==> src/lss_pkg.sv <==
// Shared types and codes for the LIFO stack with search.
package lss_pkg;

  localparam int STACK_DEPTH_DEF = 16;

  localparam int OP_W     = 3;
  localparam int WORD_W   = 32;
  localparam int STATUS_W = 2;
  localparam int POS_W    = 7;

  localparam logic [OP_W-1:0] OP_PUSH   = 3'd0;
  localparam logic [OP_W-1:0] OP_POP    = 3'd1;
  localparam logic [OP_W-1:0] OP_LIST   = 3'd2;
  localparam logic [OP_W-1:0] OP_COUNT  = 3'd3;
  localparam logic [OP_W-1:0] OP_SEARCH = 3'd4;

  localparam logic [STATUS_W-1:0] ST_OK       = 2'd0;
  localparam logic [STATUS_W-1:0] ST_EMPTY    = 2'd1;
  localparam logic [STATUS_W-1:0] ST_FULL     = 2'd2;
  localparam logic [STATUS_W-1:0] ST_NOTFOUND = 2'd3;

  typedef struct packed {
    logic [OP_W-1:0]          opcode;
    logic signed [WORD_W-1:0] data_value;
  } in_t;

  typedef struct packed {
    logic [STATUS_W-1:0]      status;
    logic signed [WORD_W-1:0] word_out;
    logic [POS_W-1:0]         position;
    logic [POS_W-1:0]         element_count;
    logic                     last;
  } out_t;

endpackage

==> src/lss_ram.sv <==
// Generic single-write, single-read RAM with registered read data.
module lss_ram #(
  parameter int WIDTH = 32,
  parameter int DEPTH = 16
) (
  input  logic                                   clk,
  input  logic                                   we,
  input  logic [((DEPTH > 1) ? $clog2(DEPTH) : 1)-1:0] waddr,
  input  logic [WIDTH-1:0]                       wdata,
  input  logic                                   re,
  input  logic [((DEPTH > 1) ? $clog2(DEPTH) : 1)-1:0] raddr,
  output logic [WIDTH-1:0]                       rdata
);

  logic [WIDTH-1:0] mem_r [DEPTH];
  logic [WIDTH-1:0] rdata_r;

  always_ff @(posedge clk) begin
    if (we) begin
      mem_r[waddr] <= wdata;
    end
    // hold the last read word while not reading
    if (re) begin
      rdata_r <= mem_r[raddr];
    end
  end

  assign rdata = rdata_r;

endmodule

==> src/lss_ctrl.sv <==
// Sequencer for the stack: fill level, scan counter and the search word compare.
module lss_ctrl #(
  parameter int STACK_DEPTH = lss_pkg::STACK_DEPTH_DEF
) (
  input  logic                                          clk,
  input  logic                                          rst_n,
  input  logic                                          in_valid,
  output logic                                          in_ready,
  input  lss_pkg::in_t                                  in_data,
  output logic                                          res_valid,
  input  logic                                          res_ready,
  output lss_pkg::out_t                                 res,
  output logic                                          ram_we,
  output logic [((STACK_DEPTH > 1) ? $clog2(STACK_DEPTH) : 1)-1:0] ram_waddr,
  output logic [lss_pkg::WORD_W-1:0]                    ram_wdata,
  output logic                                          ram_re,
  output logic [((STACK_DEPTH > 1) ? $clog2(STACK_DEPTH) : 1)-1:0] ram_raddr,
  input  logic [lss_pkg::WORD_W-1:0]                    ram_rdata
);

  import lss_pkg::*;

  localparam int AW = (STACK_DEPTH > 1) ? $clog2(STACK_DEPTH) : 1;
  localparam int FW = $clog2(STACK_DEPTH + 1);

  typedef enum logic [2:0] {
    S_IDLE = 3'b001,
    S_SCAN = 3'b010,
    S_EMIT = 3'b100
  } state_t;

  state_t             state_r, state_nxt;
  logic [FW-1:0]      fill_r, fill_nxt;
  logic [FW-1:0]      idx_r, idx_nxt;
  logic [OP_W-1:0]    op_r, op_nxt;
  logic [WORD_W-1:0]  key_r, key_nxt;
  logic               pend_v_r, pend_v_nxt;
  logic [FW-1:0]      pend_pos_r, pend_pos_nxt;
  out_t               res_r, res_nxt;

  logic [FW-1:0]      idx_inc;
  logic               last_entry;
  logic               match;
  logic [AW-1:0]      top_addr;
  logic [AW-1:0]      adv_addr;
  logic [POS_W-1:0]   pos_out;

  assign idx_inc    = idx_r + FW'(1);
  assign last_entry = (idx_r == fill_r - FW'(1));
  assign match      = (ram_rdata == key_r);
  assign pos_out    = POS_W'(idx_inc);
  assign top_addr   = AW'(fill_r - FW'(1));
  assign adv_addr   = AW'(fill_r - idx_inc - FW'(1));

  always_comb begin
    state_nxt    = state_r;
    fill_nxt     = fill_r;
    idx_nxt      = idx_r;
    op_nxt       = op_r;
    key_nxt      = key_r;
    pend_v_nxt   = pend_v_r;
    pend_pos_nxt = pend_pos_r;
    res_nxt      = res_r;
    in_ready     = (state_r == S_IDLE);
    res_valid    = 1'b0;
    res          = '0;
    ram_we       = 1'b0;
    ram_waddr    = AW'(fill_r);
    ram_wdata    = in_data.data_value;
    ram_re       = 1'b0;
    ram_raddr    = top_addr;

    unique case (state_r)
      S_IDLE: begin
        if (in_valid) begin
          op_nxt       = in_data.opcode;
          key_nxt      = in_data.data_value;
          idx_nxt      = '0;
          pend_v_nxt   = 1'b0;
          pend_pos_nxt = '0;
          priority if (in_data.opcode == OP_PUSH) begin
            if (fill_r == FW'(STACK_DEPTH)) begin
              res_nxt = '{status: ST_FULL, word_out: '0, position: '0,
                          element_count: '0, last: 1'b1};
            end else begin
              ram_we   = 1'b1;
              fill_nxt = fill_r + FW'(1);
              res_nxt  = '{status: ST_OK, word_out: '0, position: '0,
                           element_count: '0, last: 1'b1};
            end
            state_nxt = S_EMIT;
          end else if (in_data.opcode > OP_SEARCH) begin
            // unused opcode: drop the beat
            state_nxt = S_IDLE;
          end else if (fill_r == '0) begin
            res_nxt = '{status: ST_EMPTY, word_out: '0, position: '0,
                        element_count: '0, last: 1'b1};
            state_nxt = S_EMIT;
          end else if (in_data.opcode == OP_COUNT) begin
            res_nxt = '{status: ST_OK, word_out: '0, position: '0,
                        element_count: POS_W'(fill_r), last: 1'b1};
            state_nxt = S_EMIT;
          end else begin
            // pop, list and search start by reading the top entry
            ram_re = 1'b1;
            if (in_data.opcode == OP_POP) begin
              fill_nxt = fill_r - FW'(1);
            end
            state_nxt = S_SCAN;
          end
        end
      end

      S_SCAN: begin
        priority if (op_r == OP_POP) begin
          res_valid = 1'b1;
          res = '{status: ST_OK, word_out: ram_rdata, position: '0,
                  element_count: '0, last: 1'b1};
          if (res_ready) begin
            state_nxt = S_IDLE;
          end
        end else if (op_r == OP_LIST) begin
          res_valid = 1'b1;
          res = '{status: ST_OK, word_out: ram_rdata, position: pos_out,
                  element_count: '0, last: last_entry};
          if (res_ready) begin
            if (last_entry) begin
              state_nxt = S_IDLE;
            end else begin
              idx_nxt   = idx_inc;
              ram_re    = 1'b1;
              ram_raddr = adv_addr;
            end
          end
        end else begin
          // search: a match is held back until the next one shows it is not the last
          res_valid = match && pend_v_r;
          res = '{status: ST_OK, word_out: key_r, position: POS_W'(pend_pos_r),
                  element_count: '0, last: 1'b0};
          if (!res_valid || res_ready) begin
            if (match) begin
              pend_v_nxt   = 1'b1;
              pend_pos_nxt = idx_inc;
            end
            if (last_entry) begin
              if (match || pend_v_r) begin
                res_nxt = '{status: ST_OK, word_out: key_r,
                            position: match ? pos_out : POS_W'(pend_pos_r),
                            element_count: '0, last: 1'b1};
              end else begin
                res_nxt = '{status: ST_NOTFOUND, word_out: '0, position: '0,
                            element_count: '0, last: 1'b1};
              end
              state_nxt = S_EMIT;
            end else begin
              idx_nxt   = idx_inc;
              ram_re    = 1'b1;
              ram_raddr = adv_addr;
            end
          end
        end
      end

      S_EMIT: begin
        res_valid = 1'b1;
        res       = res_r;
        if (res_ready) begin
          state_nxt = S_IDLE;
        end
      end

      default: begin
        state_nxt = S_IDLE;
      end
    endcase
  end

  always_ff @(posedge clk) begin
    if (!rst_n) begin
      state_r  <= S_IDLE;
      fill_r   <= '0;
      pend_v_r <= 1'b0;
    end else begin
      state_r  <= state_nxt;
      fill_r   <= fill_nxt;
      pend_v_r <= pend_v_nxt;
    end
  end

  always_ff @(posedge clk) begin
    idx_r      <= idx_nxt;
    op_r       <= op_nxt;
    key_r      <= key_nxt;
    pend_pos_r <= pend_pos_nxt;
    res_r      <= res_nxt;
  end

  a_fill_bound: assert property (@(posedge clk) disable iff (!rst_n)
    fill_r <= FW'(STACK_DEPTH))
    else $error("fill level beyond depth");

  a_push_grows: assert property (@(posedge clk) disable iff (!rst_n)
    (in_valid && in_ready && in_data.opcode == OP_PUSH && fill_r != FW'(STACK_DEPTH))
    |=> (fill_r == $past(fill_r) + FW'(1)))
    else $error("accepted push did not grow the stack");

  // pop has already lowered the fill level while its word is presented
  a_scan_range: assert property (@(posedge clk) disable iff (!rst_n)
    (state_r == S_SCAN && op_r != OP_POP) |-> (idx_r < fill_r))
    else $error("scan index past fill level");

  a_last_ends: assert property (@(posedge clk) disable iff (!rst_n)
    (res_valid && res_ready && res.last) |=> (state_r == S_IDLE))
    else $error("final beat did not end the operation");

endmodule

==> src/lifo_stack_with_search_core.sv <==
// LIFO stack with search: top level with the word RAM and the result register.
//
// A bounded LIFO of signed 32-bit words taking push, pop, list, count and search
// commands, one at a time. in_ready is high only while no command is in progress.
// Push, count and commands on an empty stack are staged in the controller's holding
// register before the result register; pop reads the top word from the RAM for its beat.
// List and search walk the stored words from the top through the single RAM read
// port, one word per cycle while the result register can take each beat; search's
// final beat passes through one holding register. List returns one beat per word;
// search returns one beat per match (position counted from 1 at the top) or a
// single not-found beat. The final beat of every command carries last. Opcodes
// 5 to 7 are dropped without a result.
module lifo_stack_with_search_core #(
  parameter int STACK_DEPTH = lss_pkg::STACK_DEPTH_DEF
) (
  input  logic          clk,
  input  logic          rst_n,
  input  logic          in_valid,
  output logic          in_ready,
  input  lss_pkg::in_t  in_data,
  output logic          out_valid,
  input  logic          out_ready,
  output lss_pkg::out_t out_data
);

  import lss_pkg::*;

  localparam int AW = (STACK_DEPTH > 1) ? $clog2(STACK_DEPTH) : 1;

  logic              res_valid;
  logic              res_ready;
  out_t              res;
  logic              ram_we;
  logic [AW-1:0]     ram_waddr;
  logic [WORD_W-1:0] ram_wdata;
  logic              ram_re;
  logic [AW-1:0]     ram_raddr;
  logic [WORD_W-1:0] ram_rdata;

  logic              out_valid_r, out_valid_nxt;
  out_t              out_data_r, out_data_nxt;

  lss_ctrl #(
    .STACK_DEPTH (STACK_DEPTH)
  ) u_ctrl (
    .clk       (clk),
    .rst_n     (rst_n),
    .in_valid  (in_valid),
    .in_ready  (in_ready),
    .in_data   (in_data),
    .res_valid (res_valid),
    .res_ready (res_ready),
    .res       (res),
    .ram_we    (ram_we),
    .ram_waddr (ram_waddr),
    .ram_wdata (ram_wdata),
    .ram_re    (ram_re),
    .ram_raddr (ram_raddr),
    .ram_rdata (ram_rdata)
  );

  lss_ram #(
    .WIDTH (WORD_W),
    .DEPTH (STACK_DEPTH)
  ) u_ram (
    .clk   (clk),
    .we    (ram_we),
    .waddr (ram_waddr),
    .wdata (ram_wdata),
    .re    (ram_re),
    .raddr (ram_raddr),
    .rdata (ram_rdata)
  );

  // load a new beat when the register is empty or being drained
  assign res_ready = !out_valid_r || out_ready;

  always_comb begin
    out_valid_nxt = out_valid_r;
    out_data_nxt  = out_data_r;
    if (res_ready) begin
      out_valid_nxt = res_valid;
      if (res_valid) begin
        out_data_nxt = res;
      end
    end
  end

  always_ff @(posedge clk) begin
    if (!rst_n) begin
      out_valid_r <= 1'b0;
    end else begin
      out_valid_r <= out_valid_nxt;
    end
  end

  always_ff @(posedge clk) begin
    out_data_r <= out_data_nxt;
  end

  assign out_valid = out_valid_r;
  assign out_data  = out_data_r;

endmodule

==> config.mk <==
export PLATFORM = sky130hd
export DESIGN_NAME = lifo_stack_with_search_core
export DESIGN_NICKNAME = d
export VERILOG_FILES = /design/src/lss_pkg.sv /design/src/lss_ram.sv /design/src/lss_ctrl.sv /design/src/lifo_stack_with_search_core.sv
export SDC_FILE = /design/constraint.sdc
export NUM_CORES = 1
export LEC_CHECK = 0
export BUFFER_PORTS_ARGS = -buffer_cell sky130_fd_sc_hd__buf_4
export CAP_MARGIN = 10
export CORE_ASPECT_RATIO = 1.75
export CORE_MARGIN = 5
export CORE_UTILIZATION = 30
export DETAILED_ROUTE_END_ITERATION = 16
export PLACE_DENSITY = 0.49
export SLEW_MARGIN = 20
export SYNTH_ARGS = -nofsm -noshare
export SYNTH_HDL_FRONTEND = slang
export SYNTH_SLANG_ARGS = --single-unit
==> constraint.sdc <==
create_clock -name clk -period 8.3 [get_ports clk]
set_input_delay 0.83 -clock clk [delete_from_list [all_inputs] [get_ports clk]]
set_output_delay 0.83 -clock clk [all_outputs]
set_load 0.01 [all_outputs]
# Word level (Yosys, flattened, before mapping)

Memories as Yosys holds them, arrays and structs flattened. A register that Yosys moved wholly into a read port is not among the register bits.
Cells that the tools add are included.

Flip-flop bits (word level): 153
Bits of input ports: 39
Memories kept: 1
Logic and storage cells: 148
RAM bits: 512
Output and inout bits: 51

Reductions and logical operators: 17
Order comparisons: 1
Muxes and demuxes: 79
Eq/ne operators: 27
Add/sub/neg operators: 5

Memories:

| memory      | words | bits a word | rd ports | clocked after memory_dff | write ports | line          | source |
|---|---|---|---|---|---|---|---|
| u_ram.mem_r | 16    | 32          | 1        | 1                        | 1           | lss_ram.sv:15 | `logic [WIDTH-1:0] mem_r [DEPTH];` |

Operator list:

| operator            | count |
|---|---|
| $mux 49             | 12 |
| $pmux 49 s2         | 2 |
| $mux 5              | 17 |
| $mux 47             | 1 |
| $mux 3              | 12 |
| $eq 32x32->1        | 1 |
| $mux 4              | 6 |
| $mux 1              | 23 |
| $pmux 5 s2          | 2 |
| $ne 2x1->1 const B  | 6 |
| $add 5x1->5 const B | 2 |
| $eq 3x1->1 const B  | 3 |
| $eq 3x2->1 const B  | 3 |
| $pmux 3 s3          | 1 |
| $ne 2x2->1 const B  | 4 |
| $ne 4x1->1 const B  | 2 |
| $reduce_and 8->1    | 1 |
| $reduce_and 7->1    | 1 |
| $ne 3x1->1 const B  | 2 |
| $ne 3x2->1 const B  | 2 |
| $pmux 1 s2          | 3 |
| $reduce_and 6->1    | 1 |
| $eq 5x5->1          | 1 |
| $eq 5x5->1 const B  | 1 |
| 15 further kinds    | 20 |

# Depth between registers and ports, before layout

Gate-level depths: netlist of the first run.

Word-level depth: 8
Gate-level depth with buffers: 14
Depth with buffers taken out: 12

# By module

From an unflattened synthesis of the first run, not the netlist that was laid out.

Cells, all modules: 1,441
Area total of the unflattened synthesis: 27,537.7 µm²

Modules (own cells, without submodules):

| module                      | area each (µm²) | seq. area each (µm²) | instances | cells each |
|---|---|---|---|---|
| lss_ram                     | 20,155.6        | 16,335.7             | 1         | 838 |
| lss_ctrl                    | 5,853.1         | 2,852.7              | 1         | 549 |
| lifo_stack_with_search_core | 1,529.0         | 1,491.4              | 1         | 54 |

# Worst setup path after synthesis of the first run

Ideal clock, no wire load.

Kind: input to register
From: input in_data[32] in the netlist's numbering
To: memory u_ram.mem_r[3][0], enable pin
Path buffers: 2
Data required time: 7.839 ns
Setup time: 0.461 ns
Cell stages on the path: 6
Path slack: 3.551 ns
Arrival time: 4.288 ns
Cells stage by stage: clkbuf_1 > or3_1 > clkbuf_1 > a311oi_1 > nand2_1 > nor3_1

Cells in the longest elaborated chain, start to end: 6

RTL lines:

| what                         | line                              | source |
|---|---|---|
| start, declared              | lifo_stack_with_search_core.sv:20 | `input lss_pkg::in_t in_data,` |
| $logic_not 3->1              | lss_ctrl.sv:81                    | `priority if (in_data.opcode == OP_PUSH) begin` |
| $mux 1                       | lss_ctrl.sv:81                    |  |
| $mux 1                       | lss_ctrl.sv:75                    | `if (in_valid) begin` |
| $mux 1                       | lss_ctrl.sv:73                    | `unique case (state_r)` |
| $mux 1                       | lss_ram.sv:19                     | `if (we) begin` |
| $mux 1 (not written as such) | lss_ram.sv:20                     | `mem_r[waddr] <= wdata;` |
| end, declared                | lss_ram.sv:15                     |  |

No other way between the ends.

# Worst setup path in the final report of the first run

From: register u_ctrl.fill_r[0]
To: register u_ram.rdata_r[11], in the netlist u_ram.rdata[11], read port of u_ram.mem_r, data pin

Cells in the longest elaborated chain, start to end: 7
Elaborated cells between the ends (all ways): 21
Classes of those cells: 3 x add/sub; 1 x eq/ne; 16 x mux; 1 x reduce/logical

RTL lines:

| what                                       | line                             | source |
|---|---|---|
| start, declared                            | lss_ctrl.sv:33                   | `logic [FW-1:0] fill_r, fill_nxt;` |
| start signal, assigned                     | lss_ctrl.sv:185                  | `fill_r <= fill_nxt;` |
| $sub 4x4->4 or $sub 5x1->5 (tied branches) | lss_ctrl.sv:53, lss_ctrl.sv:49   |  |
| $sub 4x1->4 or $eq 5x5->1 (tied branches)  | lss_ctrl.sv:53, lss_ctrl.sv:49   |  |
| $mux 4 or $mux 1 (tied branches)           | lss_ctrl.sv:127, lss_ctrl.sv:145 |  |
| $mux 4 (tied with other cells)             | lss_ctrl.sv:140                  | `if (!res_valid \|\| res_ready) begin` |
| $mux 4 or $mux 1 (tied branches)           | lss_ctrl.sv:122                  | `end else if (op_r == OP_LIST) begin` |
| $mux 4 or $mux 1 (tied branches)           | lss_ctrl.sv:115                  | `priority if (op_r == OP_POP) begin` |
| $mux 4 or $pmux 1 s2 (tied branches)       | lss_ctrl.sv:73                   |  |
| end, declared                              | lss_ram.sv:16                    | `logic [WIDTH-1:0] rdata_r;` |

Parallel ways exist; a longest one is shown, timed or not.
A chain may end at the register's enable or synchronous reset.

==> results.txt, run 1 <==
----------------------------------------------------
[Setup path]
  Cells traversed along the worst timing path ... inv_1 -> ha_1 -> nor3b_4 -> xor2_1 -> o31ai_2 -> a21oi_1 -> o22a_4 -> buf_4 -> and3_4 -> buf_4 -> nand2_1 -> a311oi_1 -> or4_1
  Cell family with the largest share of critical-path delay ... buffers and inverters
  Type of the setup path with the least slack ... register to register
  Critical-path cell with the highest stage delay ... sky130_fd_sc_hd__and3_4
  Arrival time of the worst setup path ... around 6.1 ns
  Critical path buffers and inverters ... 3
  Largest incremental delay on the critical path ... around 0.87 ns
  Required arrival time at the worst endpoint ... about 9 ns
  Kind of capture point of the worst setup path ... register
  Worst-path fanout max ... 70
  Most frequent cell on the critical path ... sky130_fd_sc_hd__buf_4
  Worst setup SP type ... register

[Floorplan]
  Number of core rows ... 150
  Die X ... approximately 240 µm
  Die outline height ... 419 µm
  Io pins ... 90
  Initial cell density of the core ... 0.301
  Die outline area ... approximately 100000 µm²
  Core outline area ... 95200 µm²

[Clock network]
  CTS hold repair buffers ... 0
  Root Buffer Master ... sky130_fd_sc_hd__clkbuf_16
  Latest clock arrival within the worst-skew pair ... approximately 0.65 ns
  H-Tree Level Count ... 2
  Total CTS buffers ... 58
  CTS-repair resized insts ... 0
  Number of clock sinks ... ~700
  Number of buffers between clock root and the deepest sink ... 3
  Setup Fix Bufs, Post-CTS ... 0
  TritonCTS clock tree ... yes
  Clock-pin slew of the registers on the worst-case setup and hold paths ... roughly 0.080 ns

[Place]
  Post-detail-place hpwl ... 46.3 mm
  Placed Area ... between 30000 and 40000 µm²
  Number of port buffers ... 85
  Final weighted congestion in routability-driven placement ... 0.868

[Pwr]
  Cell leakage power ... between 10 and 15 nW
  Power density over cell area ... about 250 nW/µm²
  Switching share of power ... 0.268
  Internal cell power ... ~6 mW
  Worst supply voltage drop on vdd ... roughly 180 µV
  Switching power ... roughly 2.1 mW
  Part of the total power dissipated in combinational logic ... 0.136
  Sequential fraction of design power ... 0.510
  Clock power frac ... 0.354

[STA]
  Unrepaired setup endpoints after global routing ... false
  Final-report setup violation count ... 0
  Headroom to the max-slew limit ... 0.249
  Crit path time final ... between 5 and 6 ns
  Final-report hold violation count ... 0
  Transition time of the tightest slew-check pin ... around 1.1 ns
  Final period utilization ... 0.670
  Total negative slack for setup checks ... 0 ns
  F_max ... approximately 0.18 GHz
  Slew Limit Fails ... 0
  Layout Skew ... 0.0416 ns

[Global route]
  Remaining global-route overflow ... 0
  Pin count of the biggest net entering global routing ... ~190
  Antenna violations before repair ... 4
  All-Layer GR Usage ... 0.157
  Via count of the first global-routing pass ... 17100
  Wire length of the first global-routing pass ... approximately 120 mm

[Drt]
  Drc violations ... 0
  Vias after detailed routing ... roughly 17000
  Number of routed nets with antenna violations ... 0
  Average routed wire per standard cell ... 25.7 µm
  Violation count after the first detailed-routing iteration ... 1361
  Average via count per standard cell ... around 5.3
  Routed wire length ... 83.2 mm
  1st-pass router iterations ... 5

[Cells and area]
  Fill cell instance count of the final layout ... approximately 9000
  Area grow syn2layout ... 13.4%
  Post-layout net count ... slightly above 2000
  End-of-flow core utilization ... 0.342
  Commonest non-fill, non-tap cells in the layout ... 678 x sky130_fd_sc_hd__edfxtp_1, 313 x sky130_fd_sc_hd__nand2_1, 129 x sky130_fd_sc_hd__a211oi_1
  Most common library cell in the layout ignoring fill and taps ... sky130_fd_sc_hd__edfxtp_1
  Fraction of layout instances using a drive strength above 1 ... 0.135
  Final instance area ... about 33000 µm²

[Synthesis]
  Count of flip-flops with a built-in enable after synthesis ... between 600 and 700
  Flip-flop and latch count after synthesis ... 688
  Post-synthesis sequential area ratio ... 0.718
  Share of flip-flops with an asynchronous set or reset ... 0
  Number of distinct library cells after synthesis ... a little under 70
  Synthesized instance count ... approximately 1900
  Most used flip-flop cell after synthesis ... sky130_fd_sc_hd__edfxtp_1
  Netlist area before placement ... between 20000 and 30000 µm²
  Average cell area after synthesis ... 14.7 µm²
  Warnings from Yosys ... 0

[Flow run]
  Max-cap viol count ... 0

[Run status]
  Outcome ... completed

[Min path]
  Worst hold path class ... input pin to register

----------------------------------------------------
==> final cells by class <==
type,count,area (µm²),area share
well taps,1216,1520,0.0468
diodes,2,5.00,0.000154
clock inverters,42,453,0.0139
flip-flops and latches,688,20600,0.632
clock buffers,68,1490,0.0458
inverters,8,30.0,0.000924
multi-input cells,1098,7500,0.231
repair buffers,123,948,0.0292
==> kinds of logic after synthesis <==
logic type / count (synthesis) / share of synthesized area
compound gates: 362 / 0.0970
xor+xnor: 54 / 0.0184
fa+ha+maj: 10 / 0.00463
buf+inv: 161 / 0.0279
flops: 688 / 0.718
mux: 35 / 0.0123
other cells: 1 / 0.000131
simple gates: 633 / 0.122
==> power groups by stage <==
stage	registers [mW]	clock network, mW	logic [mW]
6_report	4.08	2.83	1.09
5_1_grt	4.09	3.02	1.18
4_1_cts	4.08	2.90	1.10
3_5_place_dp	4.16	0	1.10
3_3_place_gp	4.16	0	1.09
2_1_floorplan	4.13	0	0.694
==> per-layer routing <==
metal,track usage,up-vias,part of all wire
li1,-,7731,-
met1,0.196,8836,0.40
met2,0.283,519,0.52
met3,0.0183,131,0.045
met4,0.0514,4,0.032
met5,0,-,0.00025
==> synthesized netlist by cell type, drive strengths merged, types with 4 or more instances <==
library cell	number	area (µm²)
a211oi	129	968
a21oi	21	120
a221o	4	40.0
a311oi	127	1110
and2	37	231
and3	15	93.8
and4	124	1090
buf	63	430
clkbuf	90	338
dfxtp	10	200
edfxtp	678	20400
ha	9	113
inv	8	30.0
mux2i	34	340
nand2	315	1180
nand2b	10	67.6
nand3	8	50.1
nand4	6	43.8
nor2	43	164
nor2b	4	25.0
nor3	15	108
nor4	10	93.8
o211ai	5	51.3
o21ai	49	245
o22ai	4	25.0
or3	5	31.3
or4	31	233
xnor2	8	70.1
xnor3	4	90.1
xor2	42	368
==> worst paths after layout <==
kind / start / end / slack, ns / cells after the start
worst max-delay path: u_ctrl.fill_r[0] / u_ram.rdata[11] / 2.74 / 13
worst min-delay path: in_data[34] / u_ctrl.op_r[2] / 0.45 / 1
worst max register to register: u_ctrl.fill_r[0] / u_ram.rdata[11] / 2.74 / 13
worst min register to register: u_ctrl.res_r[32] / out_data[32] / 0.53 / 2
==> registers in the layout, indices dropped and copies added (netlist names) <==
name               flops
out_data              45
u_ctrl.res_r          44
u_ctrl.idx_r           5
u_ctrl.pend_pos_r      5
u_ram.mem_r          512
out_valid              1
u_ctrl.fill_r          5
u_ctrl.pend_v_r        1
u_ctrl.key_r          32
u_ctrl.state_r         3
u_ram.rdata           32
u_ctrl.op_r            3
==> worst reg2reg max path, delay by kind of cell, from the launching register on <==
kind | cells | cell delay, ns
compound gates | 4 | 1.29
flops | 1 | 0.57
simple gates | 4 | 1.38
xor+xnor | 1 | 0.39
buf+inv | 3 | 1.50
fa+ha+maj | 1 | 0.30
==> metrics by stage <==
stage / hold slack, ns / cells / total power, mW / setup WS (ns)
floorplan: 0.496 / 1947 / 4.82 / 3.55
global placement: 0.513 / 3133 / 5.24 / 2.71
detailed placement: 0.512 / 3133 / 5.26 / 2.73
CTS: 0.421 / 3243 / 8.09 / 2.72
global route: 0.445 / 3245 / 8.29 / 2.34
finish: 0.455 / 3245 / 8.00 / 2.74
(Power assumes the default switching activity.)
==> run 2: changes to the inputs <==
--- a/config.mk
+++ b/config.mk
@@ -11,7 +11,7 @@
 export CORE_MARGIN = 5
 export CORE_UTILIZATION = 30
 export DETAILED_ROUTE_END_ITERATION = 16
-export PLACE_DENSITY = 0.49
+export PLACE_DENSITY = 0.51
 export SLEW_MARGIN = 20
 export SYNTH_ARGS = -nofsm -noshare
 export SYNTH_HDL_FRONTEND = slang
==> constraint.sdc (replaced) <==
create_clock -name clk -period 4.9 [get_ports clk]
set_input_delay 0.49 -clock clk [delete_from_list [all_inputs] [get_ports clk]]
set_output_delay 0.49 -clock clk [all_outputs]
set_load 0.01 [all_outputs]
==> run 2 against run 1 <==
  * Die area unchanged
  * Sequential share of layout area decreased by 0.66 points
  * Global-route usage decreased by 0.42 points
  * Critical path type unchanged
==> results.txt, run 2 (same netlist as run 1, synthesis figures left out) <==
----------------------------------------------------
[Run status]
  Outcome ... completed

[Cells and area]
  Fill cell instance count of the final layout ... 9057 (-0.25%)
  Fraction of layout instances using a drive strength above 1 ... 0.145 (+0.0104)
  Area grow syn2layout ... 14.6%
  Post-layout net count ... 2051 (+1.2%)
  Area of the multi-input gates ... 7490 µm² (about the same)
  Commonest non-fill, non-tap cells in the layout ... 678 x sky130_fd_sc_hd__edfxtp_1, 313 x sky130_fd_sc_hd__nand2_1, 135 x sky130_fd_sc_hd__buf_4
  Most flop-heavy register ... u_ram.mem_r
  Storage element area ... 20600 µm² (unchanged)
  Flip-flop count of the largest register, all copies and words added ... 512 (unchanged)
  Most common library cell in the layout ignoring fill and taps ... sky130_fd_sc_hd__edfxtp_1

[Drt]
  Vias after detailed routing ... 17300 (+0.43%)
  Violation count after the first detailed-routing iteration ... 1459 (+7.2%)
  1st-pass router iterations ... 5 (unchanged)
  Average routed wire per standard cell ... 24.8 µm (-3.3%)
  Number of routed nets with antenna violations ... 0 (unchanged)
  Average via count per standard cell ... 5.30 (-0.22%)
  Routed wire length ... 81.0 mm (-2.7%)
  Drc violations ... 0 (unchanged)

[Clock network]
  CTS-repair resized insts ... 0 (unchanged)
  TritonCTS clock tree ... yes
  Setup Fix Bufs, Post-CTS ... 0 (unchanged)
  Root Buffer Master ... sky130_fd_sc_hd__clkbuf_16
  Latest clock arrival within the worst-skew pair ... 0.63 ns (-0.02 ns)
  Clock-pin slew of the registers on the worst-case setup and hold paths ... 0.07 ns (about the same)
  CTS hold repair buffers ... 0 (unchanged)
  Number of clock sinks ... 688 (unchanged)
  Total CTS buffers ... 56 (-3.4%)
  Number of buffers between clock root and the deepest sink ... 3 (unchanged)
  H-Tree Level Count ... 2 (unchanged)

[Min path]
  Worst hold path class ... input pin to register

[STA]
  F_max ... 0.221 GHz (+23%)
  Crit path time final ... 4.52 ns (-1.04 ns)
  Layout Skew ... 0.0303 ns (-0.0113 ns)
  Transition time of the tightest slew-check pin ... 1.17 ns (+0.0481 ns)
  Slew Limit Fails ... 0 (unchanged)
  Final-report hold violation count ... 0 (unchanged)
  Post-layout worst setup margin ... 0.378 ns (-2.36 ns)
  Unrepaired setup endpoints after global routing ... false
  Final-report setup violation count ... 0 (unchanged)
  Final period utilization ... 0.923 (+0.253)
  Headroom to the max-slew limit ... 0.209 (-0.0404)
  Total negative slack for setup checks ... 0 ns (unchanged)

[Setup path]
  R2R depth ... 12 (-1)
  Capture point of the critical path ... u_ram.rdata[7]
  Worst-path fanout max ... 80 (+14%)
  Required arrival time at the worst endpoint ... 5.25 ns (-3.56 ns)
  Kind of capture point of the worst setup path ... register
  Type of the setup path with the least slack ... register to register
  Critical path origin ... u_ctrl.fill_r[0]
  Register-to-register setup slack ... 0.38 ns (-2.36 ns)
  Arrival time of the worst setup path ... 4.88 ns (-1.19 ns)
  Critical register-to-register path endpoint ... u_ram.rdata[7]
  Reg-to-Reg Start ... u_ctrl.fill_r[0]
  Worst setup SP type ... register

[Floorplan]
  Number of core rows ... 150 (unchanged)
  Die outline height ... 419 µm (unchanged)
  Io pins ... 90 (unchanged)
  Die X ... 244 µm (unchanged)
  Die outline area ... 102000 µm² (unchanged)
  Core outline area ... 95200 µm² (unchanged)
  Initial cell density of the core ... 0.301 (unchanged)

[Pwr]
  Worst supply voltage drop on vdd ... 265 µV (+46%)
  Power density over cell area ... 413 nW/µm² (+68%)
  Overall Power ... 13.6 mW (+70%)
  Cell leakage power ... 10.5 nW (+2.0%)

[Global route]
  Antenna violations before repair ... 6 (+2)
  All-Layer GR Usage ... 0.153 (-0.00417)
  Via count of the first global-routing pass ... 17200 (+0.72%)
  Pin count of the biggest net entering global routing ... 95 (-49%)
  Wire length of the first global-routing pass ... 118 mm (-1.9%)
  Remaining global-route overflow ... 0 (unchanged)

[Place]
  Number of port buffers ... 85 (unchanged)
  Final weighted congestion in routability-driven placement ... 0.896 (+3.2%)
  Post-detail-place hpwl ... 46.9 mm (+1.4%)
  Worst-case setup slack after placement ... 0.412 ns (-2.32 ns)

[Flow run]
  Max-cap viol count ... 0 (unchanged)

----------------------------------------------------
==> run 2: cell types whose count changed in the layout (fill, tap and decap cells not counted), sizes merged <==
cell	before	now
clkinv	24	28
buf	123	150
inv	14	9
clkinvlp	5	2
clkbuf	68	63
diode	2	3
bufinv	7	9
==> run 2: worst min path at each step <==
stage                      from  cells past startpoint  slack [ns]              to
5_1_grt             in_data[33]                      1        0.11  u_ctrl.op_r[1]
3_5_place_dp   u_ctrl.res_r[25]                      2        0.51    out_data[25]
4_1_cts             in_data[33]                      1        0.08  u_ctrl.op_r[1]
3_3_place_gp   u_ctrl.res_r[25]                      2        0.52    out_data[25]
2_1_floorplan  u_ctrl.res_r[15]                      2        0.50    out_data[15]
6_report            in_data[33]                      1        0.12  u_ctrl.op_r[1]
==> run 2: layer usage <==
metal	global-route usage	routed length [µm]	up-vias
met3	0.0200	3950	146
met5	0	34	-
met2	0.285	42800	542
li1	-	-	7790
met1	0.180	31200	8811
met4	0.0553	3070	6
==> run 2: stage by stage <==
stage | cell area (µm²) | instances | util | hold WS, ns
final | 32800 | 3266 | 0.345 | 0.119
after global routing | 32800 | 3264 | 0.345 | 0.110
after CTS | 32800 | 3263 | 0.345 | 0.0846
after detailed placement | 30900 | 3160 | 0.325 | 0.507
after global placement | 30900 | 3160 | 0.325 | 0.519
after floorplan | 28700 | 1947 | - | 0.496
==> run 2: final cells by class <==
| type | count | area share |
|---|---|---|
| tap | 1216 | 0.0463 |
| clock buffer | 63 | 0.0441 |
| sequential | 688 | 0.626 |
| multi-input combinational | 1098 | 0.228 |
| timing repair buffer | 150 | 0.0400 |
| inverter | 8 | 0.000914 |
| clock inverter | 40 | 0.0144 |
| antenna | 3 | 0.000229 |
==> run 2: worst max-delay path, stage by stage (launching register included) <==
cell and delay (ns):
sky130_fd_sc_hd__dfxtp_1 0.57, sky130_fd_sc_hd__inv_1 0.21, sky130_fd_sc_hd__ha_1 0.29, sky130_fd_sc_hd__nor3b_4 0.18, sky130_fd_sc_hd__xor2_1 0.39, sky130_fd_sc_hd__o31ai_2 0.17, sky130_fd_sc_hd__a21oi_1 0.21, sky130_fd_sc_hd__o22a_4 0.61
sky130_fd_sc_hd__nand3_4 0.18, sky130_fd_sc_hd__buf_4 0.38, sky130_fd_sc_hd__a211oi_1 0.34, sky130_fd_sc_hd__a311oi_1 0.08, sky130_fd_sc_hd__or4_1 0.55
==> run 2: power breakdown <==
| group | total [mW] | internal, mW | switching (mW) |
|---|---|---|---|
| sequential | 6.91 | 6.76 | 0.147 |
| clock | 4.75 | 2.62 | 2.13 |
| combinational | 1.91 | 0.648 | 1.26 |
